`config.mk`:
```
export PLATFORM = sky130hd
export DESIGN_NAME = passive_cell_balance_sequencer
export DESIGN_NICKNAME = d
export VERILOG_FILES = /design/src/rtl/pcb_pkg.sv /design/src/rtl/pcb_cfg_regs.sv /design/src/rtl/pcb_step.sv /design/src/rtl/passive_cell_balance_sequencer.sv
export SDC_FILE = /design/constraint.sdc
export NUM_CORES = 1
export LEC_CHECK = 0
export BUFFER_PORTS_ARGS = -buffer_cell sky130_fd_sc_hd__buf_4
export CORE_MARGIN = 10
export CORE_UTILIZATION = 50
export DETAILED_ROUTE_END_ITERATION = 7
export GPL_TIMING_DRIVEN = 0
export PLACE_DENSITY = 0.7
export RECOVER_POWER = 25
export SKIP_CTS_REPAIR_TIMING = 1
export SLEW_MARGIN = 20
export SYNTH_ARGS = -nofsm -noshare
export SYNTH_HDL_FRONTEND = slang
export SYNTH_HIERARCHICAL = 1
export SYNTH_SLANG_ARGS = --single-unit
```
`constraint.sdc`:
```
create_clock -name clk -period 27.7 [get_ports clk]
set_input_delay 5.54 -clock clk [delete_from_list [all_inputs] [get_ports clk]]
set_output_delay 5.54 -clock clk [all_outputs]
set_load 0.03 [all_outputs]
```
`src/rtl/pcb_pkg.sv`:
```
// Package for the passive cell balance sequencer.
// It holds the shared types, the phase codes, the register indexes and the reset values.
// It has no dependencies.
package pcb_pkg;

  localparam int MV_W       = 16;  // millivolt fields and registers
  localparam int MS_W       = 32;  // time stamps
  localparam int CELL_IDX_W = 3;   // chosen cell, NO_CELL included
  localparam int MASK_W     = 4;   // bleed mask, one bit per cell port
  localparam int MAX_CELLS  = 4;   // cell voltage ports on the block
  localparam int CFG_IDX_W  = 2;

  localparam logic [CELL_IDX_W-1:0] NO_CELL = 3'd4;

  localparam logic [MV_W-1:0] STOP_SPREAD_RST  = 16'd10;
  localparam logic [MV_W-1:0] START_SPREAD_RST = 16'd30;
  localparam logic [MV_W-1:0] BLEED_ON_RST     = 16'd300;
  localparam logic [MV_W-1:0] REST_RST         = 16'd80;

  typedef enum logic [1:0] {
    PH_IDLE  = 2'd0,
    PH_BLEED = 2'd1,
    PH_REST  = 2'd2
  } phase_t;

  typedef enum logic [CFG_IDX_W-1:0] {
    CFG_STOP_SPREAD  = 2'd0,
    CFG_START_SPREAD = 2'd1,
    CFG_BLEED_ON     = 2'd2,
    CFG_REST         = 2'd3
  } cfg_idx_t;

  typedef struct packed {
    logic [MV_W-1:0] stop_spread_mv;
    logic [MV_W-1:0] start_spread_mv;
    logic [MV_W-1:0] bleed_on_ms;
    logic [MV_W-1:0] rest_ms;
  } cfg_t;

  typedef struct packed {
    phase_t                phase;
    logic [CELL_IDX_W-1:0] chosen;
    logic [MS_W-1:0]       start_ms;
  } pcb_state_t;

  typedef struct packed {
    logic [MASK_W-1:0]     bleed_mask;
    phase_t                phase;
    logic [CELL_IDX_W-1:0] active_cell;
  } pcb_result_t;

endpackage

```
`src/rtl/pcb_cfg_regs.sv`:
```
// Configuration register file of the passive cell balance sequencer.
// It uses pcb_pkg for the register indexes, the reset values and cfg_t.
module pcb_cfg_regs
  import pcb_pkg::*;
(
  input  logic                 clk,
  input  logic                 rst_n,
  input  logic                 cfg_wr_en,
  input  logic [CFG_IDX_W-1:0] cfg_index,
  input  logic [MV_W-1:0]      cfg_wdata,
  output cfg_t                 cfg
);

  cfg_t cfg_r;

  always_ff @(posedge clk) begin
    if (!rst_n) begin
      cfg_r.stop_spread_mv  <= STOP_SPREAD_RST;
      cfg_r.start_spread_mv <= START_SPREAD_RST;
      cfg_r.bleed_on_ms     <= BLEED_ON_RST;
      cfg_r.rest_ms         <= REST_RST;
    end else if (cfg_wr_en) begin
      case (cfg_idx_t'(cfg_index))
        CFG_STOP_SPREAD:  cfg_r.stop_spread_mv  <= cfg_wdata;
        CFG_START_SPREAD: cfg_r.start_spread_mv <= cfg_wdata;
        CFG_BLEED_ON:     cfg_r.bleed_on_ms     <= cfg_wdata;
        CFG_REST:         cfg_r.rest_ms         <= cfg_wdata;
        default: ;
      endcase
    end
  end

  assign cfg = cfg_r;

endmodule

```
`src/rtl/pcb_step.sv`:
```
// Next-state and result logic for one tick of the passive cell balance sequencer.
// It uses pcb_pkg. The logic is combinational and sits between the input and result registers.
module pcb_step
  import pcb_pkg::*;
#(
  parameter int CELLS = 4
) (
  input  logic [MV_W-1:0] cells [CELLS],
  input  logic [MV_W-1:0] pack_min_mv,
  input  logic [MV_W-1:0] pack_spread_mv,
  input  logic [MS_W-1:0] now_ms,
  input  logic            enable,
  input  cfg_t            cfg,
  input  pcb_state_t      st,
  output pcb_state_t      st_nxt,
  output pcb_result_t     res
);

  localparam int IdxW = (CELLS > 1) ? $clog2(CELLS) : 1;

  logic [IdxW-1:0]      best_idx;
  logic [MV_W-1:0]      top_mv;
  logic [MS_W-1:0]      elapsed;
  logic signed [MV_W:0] excess;
  logic                 stop;

  // Highest cell, lowest index wins a tie (strict compare).
  always_comb begin
    best_idx = '0;
    top_mv   = cells[0];
    for (int i = 1; i < CELLS; i++) begin
      if (cells[i] > top_mv) begin
        top_mv   = cells[i];
        best_idx = IdxW'(i);
      end
    end
  end

  assign elapsed = now_ms - st.start_ms;  // wraps mod 2^32
  assign excess  = $signed({1'b0, top_mv}) - $signed({1'b0, pack_min_mv});
  assign stop    = !enable || (pack_spread_mv <= cfg.stop_spread_mv);

  always_comb begin
    st_nxt = st;
    if (stop) begin
      st_nxt.phase  = PH_IDLE;
      st_nxt.chosen = NO_CELL;
    end else begin
      case (st.phase)
        PH_BLEED: begin
          if (elapsed >= {{(MS_W-MV_W){1'b0}}, cfg.bleed_on_ms}) begin
            st_nxt.start_ms = now_ms;
            st_nxt.phase    = PH_REST;
          end
        end
        PH_REST: begin
          if (elapsed >= {{(MS_W-MV_W){1'b0}}, cfg.rest_ms}) begin
            st_nxt.phase = PH_IDLE;
          end
        end
        default: begin
          st_nxt.phase = PH_IDLE;
          if (pack_spread_mv >= cfg.start_spread_mv) begin
            st_nxt.chosen = CELL_IDX_W'(best_idx);
            if (excess >= $signed({1'b0, cfg.start_spread_mv})) begin
              st_nxt.start_ms = now_ms;
              st_nxt.phase    = PH_BLEED;
            end
          end
        end
      endcase
    end
  end

  always_comb begin
    res.bleed_mask  = '0;
    res.phase       = st_nxt.phase;
    res.active_cell = st_nxt.chosen;
    if (st_nxt.phase == PH_BLEED && st_nxt.chosen < NO_CELL) begin
      res.bleed_mask = MASK_W'(1) << st_nxt.chosen[1:0];
    end
  end

endmodule

```
`src/rtl/passive_cell_balance_sequencer.sv`:
```
// Passive cell balance sequencer, top level. One input item is one tick: four cell voltages,
// the pack minimum and spread, the time and an enable. The block answers each tick with one
// result item: the bleed mask, the phase (idle, bleeding, resting) and the chosen cell.
// Throughput is one item per clock while out_ready stays high. An item taken sits in the
// input register, and the tick logic in pcb_step loads its result into the result register
// once that register is empty or being drained. The phase, chosen cell and phase start time
// are updated as the item moves into the result register, so the next item always sees the
// state left by this one. While a result is held (out_ready low), one more item can be taken
// into the input register; after that in_ready drops until out_ready takes the held result.
// The user writes registers through cfg_wr_en/cfg_index/cfg_wdata only while the block is
// idle; the block itself does not enforce this. CELL_COUNT sets how many cell inputs the pick
// looks at (at most the four cell ports); depends on pcb_pkg, pcb_cfg_regs and pcb_step.
module passive_cell_balance_sequencer
  import pcb_pkg::*;
#(
  parameter int CELL_COUNT = 4
) (
  input  logic                  clk,
  input  logic                  rst_n,
  // configuration write port
  input  logic                  cfg_wr_en,
  input  logic [CFG_IDX_W-1:0]  cfg_index,
  input  logic [MV_W-1:0]       cfg_wdata,
  // input item channel
  input  logic                  in_valid,
  output logic                  in_ready,
  input  logic [MV_W-1:0]       in_cell0_mv,
  input  logic [MV_W-1:0]       in_cell1_mv,
  input  logic [MV_W-1:0]       in_cell2_mv,
  input  logic [MV_W-1:0]       in_cell3_mv,
  input  logic [MV_W-1:0]       in_pack_min_mv,
  input  logic [MV_W-1:0]       in_pack_spread_mv,
  input  logic [MS_W-1:0]       in_now_ms,
  input  logic                  in_enable,
  // result item channel
  output logic                  out_valid,
  input  logic                  out_ready,
  output logic [MASK_W-1:0]     out_bleed_mask,
  output logic [1:0]            out_phase,
  output logic [CELL_IDX_W-1:0] out_active_cell
);

  // Cells actually looked at by the pick.
  localparam int CellsRead = (CELL_COUNT < MAX_CELLS) ? CELL_COUNT : MAX_CELLS;

  cfg_t cfg;

  // Input register stage
  logic            s1_valid_r;
  logic [MV_W-1:0] s1_cell_r [CellsRead];
  logic [MV_W-1:0] s1_min_r;
  logic [MV_W-1:0] s1_spread_r;
  logic [MS_W-1:0] s1_now_r;
  logic            s1_en_r;

  logic [MV_W-1:0] in_cells [MAX_CELLS];

  // Persistent sequencer state
  pcb_state_t  st_r;
  pcb_state_t  st_nxt;
  pcb_result_t res_nxt;

  // Result register stage
  logic        out_valid_r;
  pcb_result_t out_res_r;

  logic in_take;
  logic s1_adv;
  logic s1_fire;

  assign in_cells[0] = in_cell0_mv;
  assign in_cells[1] = in_cell1_mv;
  assign in_cells[2] = in_cell2_mv;
  assign in_cells[3] = in_cell3_mv;

  // Result slot is free when empty or being drained this cycle.
  assign s1_adv   = !out_valid_r || out_ready;
  assign s1_fire  = s1_valid_r && s1_adv;
  assign in_ready = !s1_valid_r || s1_adv;
  assign in_take  = in_valid && in_ready;

  pcb_cfg_regs u_cfg (
    .clk       (clk),
    .rst_n     (rst_n),
    .cfg_wr_en (cfg_wr_en),
    .cfg_index (cfg_index),
    .cfg_wdata (cfg_wdata),
    .cfg       (cfg)
  );

  pcb_step #(
    .CELLS (CellsRead)
  ) u_step (
    .cells          (s1_cell_r),
    .pack_min_mv    (s1_min_r),
    .pack_spread_mv (s1_spread_r),
    .now_ms         (s1_now_r),
    .enable         (s1_en_r),
    .cfg            (cfg),
    .st             (st_r),
    .st_nxt         (st_nxt),
    .res            (res_nxt)
  );

  // Input stage: control
  always_ff @(posedge clk) begin
    if (!rst_n) begin
      s1_valid_r <= 1'b0;
    end else if (in_take) begin
      s1_valid_r <= 1'b1;
    end else if (s1_fire) begin
      s1_valid_r <= 1'b0;
    end
  end

  // Input stage: payload, no reset
  always_ff @(posedge clk) begin
    if (in_take) begin
      for (int i = 0; i < CellsRead; i++) begin
        s1_cell_r[i] <= in_cells[i];
      end
      s1_min_r    <= in_pack_min_mv;
      s1_spread_r <= in_pack_spread_mv;
      s1_now_r    <= in_now_ms;
      s1_en_r     <= in_enable;
    end
  end

  // State commits exactly once per item, when it moves to the result register.
  always_ff @(posedge clk) begin
    if (!rst_n) begin
      st_r.phase    <= PH_IDLE;
      st_r.chosen   <= NO_CELL;
      st_r.start_ms <= '0;
    end else if (s1_fire) begin
      st_r <= st_nxt;
    end
  end

  // Result stage: control
  always_ff @(posedge clk) begin
    if (!rst_n) begin
      out_valid_r <= 1'b0;
    end else if (s1_adv) begin
      out_valid_r <= s1_valid_r;
    end
  end

  // Result stage: payload
  always_ff @(posedge clk) begin
    if (s1_fire) begin
      out_res_r <= res_nxt;
    end
  end

  assign out_valid       = out_valid_r;
  assign out_bleed_mask  = out_res_r.bleed_mask;
  assign out_phase       = out_res_r.phase;
  assign out_active_cell = out_res_r.active_cell;

endmodule

```
### Word level (Yosys, flattened, before mapping)

Cells that the tools add are included.

* reductions and logical operators: 19
* equal/unequal tests: 7
* magnitude comparators: 9
* bitwise operators: 2
* shift-type cells: 1
* mux-type cells: 18
* add/sub/neg operators: 2

Operator list (count)
* greater-or-equal comparator 32 x 16 -> 1 bit: 2
* two-way mux 32 bit: 2
* case mux 32 bit (2 select lines): 1
* greater-than comparator 16 bit: 3
* two-way mux 16 bit: 3
* two-way mux 36 bit: 1
* subtractor 32 bit: 1
* greater-or-equal comparator 17 bit: 1
* subtractor 16 x 16 -> 17 bit: 1
* greater-or-equal comparator 16 bit: 1
* less-or-equal comparator 16 bit: 1
* two-way mux 2 bit: 4
* AND reduction 2 bit: 4
* == test 2 x 1 -> 1 bit, second input constant: 3
* == test 2 bit, second input constant: 3
* AND reduction 6 bit: 1
* nonzero test 2 bit: 3
* two-way mux 5 bit: 1
* two-way mux 1 bit: 4
* case mux 2 bit (2 select lines): 1
* << shifter 1 x 2 -> 4 bit, first input constant: 1
* logical AND 1 bit: 3
* logical NOT 1 bit: 3
* logical OR 1 bit: 3
* 6 further kinds: 7

* word-level logic and storage cells: 78
* bits in registers: 241
* bits of input ports: 152
* output and inout bits: 11

### Depth between registers and ports, before layout

Gate-level depths: netlist of run 1.

* depth after elaboration: 14
* mapped depth: 61
* depth with buffers taken out: 58

### Hierarchy

Netlist of run 1, hierarchy kept.

By module, submodules not included
* pcb_step: cells each 991, area each 7140.6 µm², instances 1, seq. area each 0.0 µm²
* passive_cell_balance_sequencer: cells each 308, area each 5748.0 µm², instances 1, seq. area each 4924.7 µm²
* pcb_cfg_regs: cells each 239, area each 2486.1 µm², instances 1, seq. area each 1281.2 µm²

### Worst setup path before layout of run 1

No wires, ideal clock.

* kind: input to output
* start point: input out_ready
* end point: output in_ready
* data required time: 22160 ps
* setup slack: 16209 ps
* stages on the path: 3
* buffers on the path: 1
* arrival: 5951 ps
* cell sequence: nor2b_4 > buf_6 > nand2_1

* word-level cells in the longest chain between the ends: 2

Ends and longest elaborated chain
* start, declared: RTL line passive_cell_balance_sequencer.sv:37 `input logic out_ready,`
* logical OR 1 bit: RTL line passive_cell_balance_sequencer.sv:77 `assign s1_adv = !out_valid_r || out_ready;`
* logical OR 1 bit: RTL line passive_cell_balance_sequencer.sv:79 `assign in_ready = !s1_valid_r || s1_adv;`
* end, declared: RTL line passive_cell_balance_sequencer.sv:26 `output logic in_ready,`

No other way between the ends.

### Worst setup path after layout of run 1

* start point: register s1_cell_r[33] (netlist bit)
* end point: register st_r[7] (netlist bit)

* word-level cells in the longest chain between the ends: 10

Ends and longest elaborated chain
* start, declared: RTL line passive_cell_balance_sequencer.sv:50 `logic [MV_W-1:0] s1_cell_r [CellsRead];`
* start signal, assigned by index: RTL line passive_cell_balance_sequencer.sv:120 `s1_cell_r[i] <= in_cells[i];`
* greater-than comparator 16 bit: RTL line pcb_step.sv:32 `if (cells[i] > top_mv) begin`
* two-way mux 16 bit *: RTL line pcb_step.sv:32
* greater-than comparator 16 bit: RTL line pcb_step.sv:32
* two-way mux 16 bit *: RTL line pcb_step.sv:32
* greater-than comparator 16 bit: RTL line pcb_step.sv:32
* two-way mux 16 bit *: RTL line pcb_step.sv:32
* subtractor 16 x 16 -> 17 bit *: RTL line pcb_step.sv:40 `assign excess = $signed({1'b0, top_mv}) - $signed({1'b0, pack_min_mv});`
* greater-or-equal comparator 17 bit *: RTL line pcb_step.sv:65 `if (excess >= $signed({1'b0, cfg.start_spread_mv})) begin`
* nonzero test 2 bit (no line) *
* AND reduction 6 bit (no line) *
* end signal, assigned: RTL line passive_cell_balance_sequencer.sv:136 `st_r <= st_nxt;`
* end, declared: RTL line passive_cell_balance_sequencer.sv:59 `pcb_state_t st_r;`

Every way passes the cells marked *; elsewhere a longest branch is shown, timed or not.
A chain may end at the register's enable or synchronous reset.

==> results.py, run 1 <==
metrics = {
    "status": {
        "status": "finished clean",
    },
    "synthesis": {
        "synth-edff-count": 138,
        "syn_inst": 1538,
        "synth_ff_type": "edfxtp_1",
        "yosysTopAreaCell": "edfxtp_1",
        "syn_avg_cell_area_um2": 9.997,
        "synth-warning-count": 6,
        "synthesis.nets": 1869,
        "synth-seq-cells": 241,
        "synth.distinct_cells": 99,
        "synth_area_um2": 15370,
        "synth_top_area_share_pct": 26.95,
        "seq_area_frac_synth_pct": 40.36,
        "synthTopCellsByArea": "edfxtp_1, ha_1, dfxtp_1, mux2i_1, nand2_1",
        "ys_async_sr_fraction_pct": 0,
    },
    "grt": {
        "track_usage_pct": 18.46,
        "grt_max_degree": 60,
        "grt_pass1_vias": 11560,
        "grt_pass1_wl_um": 58900,
        "grt-ovfl-total": 0,
        "antenna_found_initial": 0,
    },
    "drt": {
        "drt_iter0_markers": 533,
        "drc": 0,
        "viasPerCell": 5.372,
        "drt_wl_total_um": 36720,
        "drt_first_pass_iters": 5,
        "postRouteAntennaNets": 0,
        "avgRoutedWirePerCell_um": 17.13,
        "vias": 11520,
    },
    "die": {
        "pin_count": 163,
        "rows": 64,
        "coreArea_um2": 30430,
        "dieArea_um2": 38160,
        "die_w_um": 195.4,
        "start_util_pct": 50.53,
        "die_y_um": 195.4,
    },
    "sta": {
        "period_minus_slack_ns": 13.02,
        "slew_headroom_pct": 51.87,
        "fmax_mhz": 76.82,
        "tns_ns": 0,
        "rsz0062_at_grt": "no",
        "tightestPinTransition_ns": 0.7219,
        "final_max_slew_viol_count": 0,
        "holdWs_ns": 0.4574,
        "min_period_over_period_pct": 46.99,
        "clock_skew_ns": 0.01064,
        "setup_violations": 0,
        "layout_setup_ws_ns": 14.68,
        "final_hold_viol_count": 0,
    },
    "worst_hold_path": {
        "hp-class": "reg2reg",
    },
    "setup_path": {
        "cp_slowest_cell": "o41ai_4",
        "critPathKind": "reg2reg",
        "cp-end-kind": "register",
        "cp.arrival_ns": 13.50,
        "max_stage_delay_ns": 0.69,
        "cpMostUsedCell": "o21ai_0",
        "cp.required_ns": 28.18,
        "cp-start-kind": "register",
        "path_max_fanout": 10,
    },
    "clocking": {
        "cts_root_buf": "clkbuf_16",
        "cts_buffer_depth": 3,
        "numCtsBuffers": 27,
        "clk_pin_slew_ns": 0.06,
        "clock-sinks": 241,
        "clk-insertion-delay-late_ns": 0.56,
        "tritoncts": "yes",
        "h-tree-depth": 1,
    },
    "place": {
        "dp_hpwl_um": 28840,
        "placed_area_um2": 17110,
        "routabilityCongestion": 0.8780,
        "port_buffers": 158,
        "dp_slack_ns": 14.49,
    },
    "layout": {
        "final_nets": 2058,
        "insertedDiodeCount": 0,
        "fin_area_um2": 18090,
        "utilization_pct": 59.45,
        "final_common_cell": "nand2_1",
        "layout_common_cells": "nand2_1, ha_1, inv_1",
        "fillers": 2577,
        "drive_gt1_share_pct": 16.70,
        "syn2layout_area_growth_pct": 17.67,
    },
    "power": {
        "irDropWorstVdd_uv": 63.45,
        "leakagePower_uw": 0.007927,
        "power_density_nw_per_um2": 60.39,
    },
    "job": {
        "cap_violations": 0,
    },
}
## synthesized netlist by cell type (3+ instances only)
| master | instances |
|---|---|
| a21oi_1 | 78 |
| o21ai_0 | 53 |
| a211oi_1 | 8 |
| buf_4 | 12 |
| buf_8 | 3 |
| nand4_1 | 25 |
| or4_1 | 3 |
| a21o_1 | 41 |
| a22o_1 | 31 |
| mux2i_1 | 132 |
| o21a_1 | 12 |
| and3_1 | 5 |
| and2_1 | 4 |
| clkbuf_8 | 3 |
| nand3_1 | 16 |
| a21boi_0 | 7 |
| xor2_1 | 15 |
| a221o_1 | 3 |
| a31o_2 | 3 |
| xnor2_1 | 21 |
| nand4b_1 | 4 |
| o21ai_1 | 6 |
| dfxtp_1 | 103 |
| buf_2 | 15 |
| o211ai_1 | 11 |
| nand2b_1 | 13 |
| nor2b_1 | 27 |
| nand2_1 | 198 |
| a211o_1 | 4 |
| nor2_1 | 67 |
| inv_1 | 169 |
| or3_1 | 4 |
| o21ai_2 | 4 |
| edfxtp_1 | 138 |
| clkbuf_1 | 12 |
| a31oi_1 | 5 |
| buf_6 | 4 |
| buf_12 | 4 |
| ha_1 | 177 |
| nor3_1 | 19 |
| o221ai_1 | 3 |
| o21bai_1 | 4 |
## layer usage
| layer | track usage, % | up-vias | wire (um) | part of all wire [%] |
|---|---|---|---|---|
| met5 | 0 | - | 0 | 0 |
| met4 | 3.988 | 0 | 721 | 2.0 |
| met3 | 3.118 | 47 | 1678 | 4.6 |
| met2 | 31.24 | 251 | 17450 | 48 |
| met1 | 24.13 | 5366 | 16870 | 46 |
| li1 | - | 5853 | - | - |
## cell type report
class / instances / area, um2 / share of cell area [%]
clock buffers: 41 / 898.4 / 4.966
repair buffers: 160 / 1237 / 6.840
clock inverters: 9 / 71.32 / 0.3942
flip-flops and latches: 241 / 6206 / 34.30
plain buffers: 53 / 421.7 / 2.331
multi-input cells: 1074 / 8123 / 44.90
well taps: 396 / 495.5 / 2.739
inverters: 170 / 638.1 / 3.527
## where the power goes
group | internal (uW) | switching [uW] | total (uW)
clock | 226 | 152 | 378
sequential | 397 | 10.2 | 407
combinational | 141 | 166 | 307
## kinds of logic after synthesis
kind of cell	after synthesis	share of synthesized area [%]
xor gates and xnor gates	36	2.051
DFF	241	40.36
muxes	134	8.740
and+or+nand+nor	413	13.00
AOI/OAI and AO/OA	312	14.29
adders and majority gates	179	14.66
buffers and inverters	223	6.893
## flip-flops by register name, summed over array words and instances (netlist names)
name	flops
out_active_cell	3
out_bleed_mask	4
out_phase	2
out_valid	1
s1_cell_r	64
s1_en_r	1
s1_min_r	16
s1_now_r	32
s1_spread_r	16
s1_valid_r	1
st_r	37
u_cfg/cfg	64
## worst max-delay path, delay by kind of cell, from the launching register on
kind	cells	cell delay (ns)
compound gates	32	5.83
fa+ha+maj	5	1.58
xor+xnor	1	0.09
buf+inv	5	2.21
flops	1	0.40
mux	3	0.90
simple gates	12	1.94
## final timing paths
path	from	to	slack [ns]	depth (start not counted)
min	u_cfg/cfg[59]	u_cfg/cfg[59]	0.46	2
min reg2reg	u_cfg/cfg[59]	u_cfg/cfg[59]	0.46	2
max reg2reg	s1_cell_r[33]	st_r[7]	14.68	58
max	s1_cell_r[33]	st_r[7]	14.68	58
## stage by stage
stage	instances	power, uW
floorplan	1538	639.3
global placement	2092	712.8
detailed placement	2094	720.0
CTS	2144	1102
global route	2144	1155
finish	2144	1093
Power figures use the tool's default switching activity.
==> inputs of run 2 (changes only) <==
Settings changed: ABC_AREA set to 1, PLACE_DENSITY 0.7 to 0.69.
Clock period 27.7 ns to 12.3 ns, I/O delays scaled along.
==> results.py, run 2 <==
metrics = {
    "sta": {
        "fmax_mhz": 93.96,
        "clock_skew_ns": 0.02174,
        "rsz0062_at_grt": "no",
        "min_period_over_period_pct": 86.53,
        "period_minus_slack_ns": 10.64,
        "slew_headroom_pct": 35.92,
        "holdWs_ns": 0.4631,
        "layout_setup_ws_ns": 1.657,
        "setup_violations": 0,
        "tns_ns": 0,
        "final_max_slew_viol_count": 0,
        "final_hold_viol_count": 0,
        "tightestPinTransition_ns": 0.9491,
    },
    "grt": {
        "grt_max_degree": 75,
        "grt_pass1_wl_um": 79920,
        "track_usage_pct": 23.48,
        "grt-ovfl-total": 0,
        "grt_pass1_vias": 15580,
        "antenna_found_initial": 4,
    },
    "status": {
        "status": "finished clean",
    },
    "place": {
        "dp_slack_ns": 1.774,
        "dp_hpwl_um": 39460,
        "routabilityCongestion": 0.9231,
        "port_buffers": 160,
    },
    "worst_hold_path": {
        "hp-class": "reg2reg",
        "min_path_cells": 2,
    },
    "synthesis": {
        "syn_avg_cell_area_um2": 7.163,
        "synthTopCellsByArea": "edfxtp_1, nand2_1, ha_1, dfxtp_1, inv_1",
        "syn_inst": 2405,
        "synth-seq-cells": 241,
        "synth_top_area_share_pct": 24.05,
        "synth_ff_type": "edfxtp_1",
        "synth_area_um2": 17230,
        "synthesis.nets": 2736,
        "seq_area_frac_synth_pct": 36.02,
        "synth-edff-count": 138,
        "synth.distinct_cells": 54,
        "synth_most_common_cell": "nand2_1",
        "yosysTopAreaCell": "edfxtp_1",
        "ys_async_sr_fraction_pct": 0,
        "synth-warning-count": 6,
        "synthTopCellsByCount": "nand2_1, inv_1, nor2_1, ha_1, a21oi_1",
    },
    "layout": {
        "final_common_cell": "nand2_1",
        "final_nets": 2927,
        "utilization_pct": 59.28,
        "multiInputGateArea_um2": 8995,
        "register_area_um2": 6206,
        "fillers": 3114,
        "layout_common_cells": "nand2_1, inv_1, nor2_1",
        "drive_gt1_share_pct": 12.24,
        "syn2layout_area_growth_pct": 16.25,
    },
    "drt": {
        "postRouteAntennaNets": 0,
        "drt_first_pass_iters": 5,
        "viasPerCell": 5.191,
        "avgRoutedWirePerCell_um": 16.39,
        "drc": 0,
        "drt_iter0_markers": 1239,
        "drt_wl_total_um": 50230,
        "vias": 15910,
    },
    "clocking": {
        "cts_root_buf": "clkbuf_16",
        "h-tree-depth": 1,
        "clk_pin_slew_ns": 0.06,
        "tritoncts": "yes",
        "clk-insertion-delay-late_ns": 0.57,
        "cts_buffer_depth": 3,
        "clock-sinks": 241,
        "numCtsBuffers": 28,
    },
    "die": {
        "pin_count": 163,
        "die_w_um": 205.6,
        "rows": 67,
        "die_y_um": 205.6,
        "coreArea_um2": 33780,
        "dieArea_um2": 42280,
        "start_util_pct": 50.99,
    },
    "setup_path": {
        "critPathKind": "reg2reg",
        "path_max_fanout": 10,
        "cp.arrival_ns": 11.10,
        "r2r.worst_path.cells": 59,
        "cp_slowest_cell": "clkbuf_1",
        "cpMostUsedCell": "nand2_1",
        "cp-end-kind": "register",
        "cp-start-kind": "register",
        "max_stage_delay_ns": 0.57,
        "cp.required_ns": 12.76,
    },
    "power": {
        "power_density_nw_per_um2": 148.2,
        "irDropWorstVdd_uv": 119.7,
        "leakagePower_uw": 0.01002,
        "power_uw": 2967,
    },
    "job": {
        "cap_violations": 0,
    },
}
## run 2: layout make-up
| type | instances | area share [%] |
|---|---|---|
| multi-input combinational | 1658 | 44.91 |
| sequential | 241 | 30.99 |
| inverter | 428 | 8.047 |
| timing repair buffer | 161 | 6.135 |
| clock buffer | 31 | 3.555 |
| tap | 448 | 2.799 |
| buffer | 78 | 2.099 |
| clock inverter | 18 | 1.449 |
| antenna | 1 | 0.01250 |
## run 2: through the flow
stage | area [um2] | std cells
floorplan | 17230 | 2405
global placement | 18990 | 3013
detailed placement | 19020 | 3014
CTS | 20020 | 3063
global route | 20020 | 3063
finish | 20030 | 3064
## run 2: cell families after synthesis
logic type      synth area share [%]
simple gates                   27.47
buf+inv                        11.77
compound gates                 10.18
flops                          36.02
fa+ha+maj                      13.09
xor+xnor                       1.474
## run 2: power by group
group | total [uW] | internal (uW) | switching (uW) | leakage, uW
Sequential | 940 | 905 | 34.5 | 0.00219
Clock | 911 | 564 | 348 | 0.000481
Combinational | 1120 | 404 | 712 | 0.00735
## run 2: final timing paths
check	endpoint	slack, ns	start
setup / recovery	st_r[30]	1.66	s1_cell_r[41]
hold / removal	u_cfg/cfg[18]	0.46	u_cfg/cfg[18]
setup reg to reg	st_r[30]	1.66	s1_cell_r[41]
hold reg to reg	u_cfg/cfg[18]	0.46	u_cfg/cfg[18]
## run 2: metal layers
metal	track usage [%]	share of wire (%)	routed length [um]
met1	30.82	44	22010
met2	38.94	47	23430
met3	4.120	6.9	3484
met4	6.432	2.5	1269
met5	0	0.082	41
## run 2: worst max-delay path: cells and delay by family, from the launching register on
family          cells  cell delay (ns)
compound gates     21             3.60
xor+xnor            1             0.20
fa+ha+maj           5             1.67
buf+inv             9             2.15
flops               1             0.41
simple gates       23             2.48
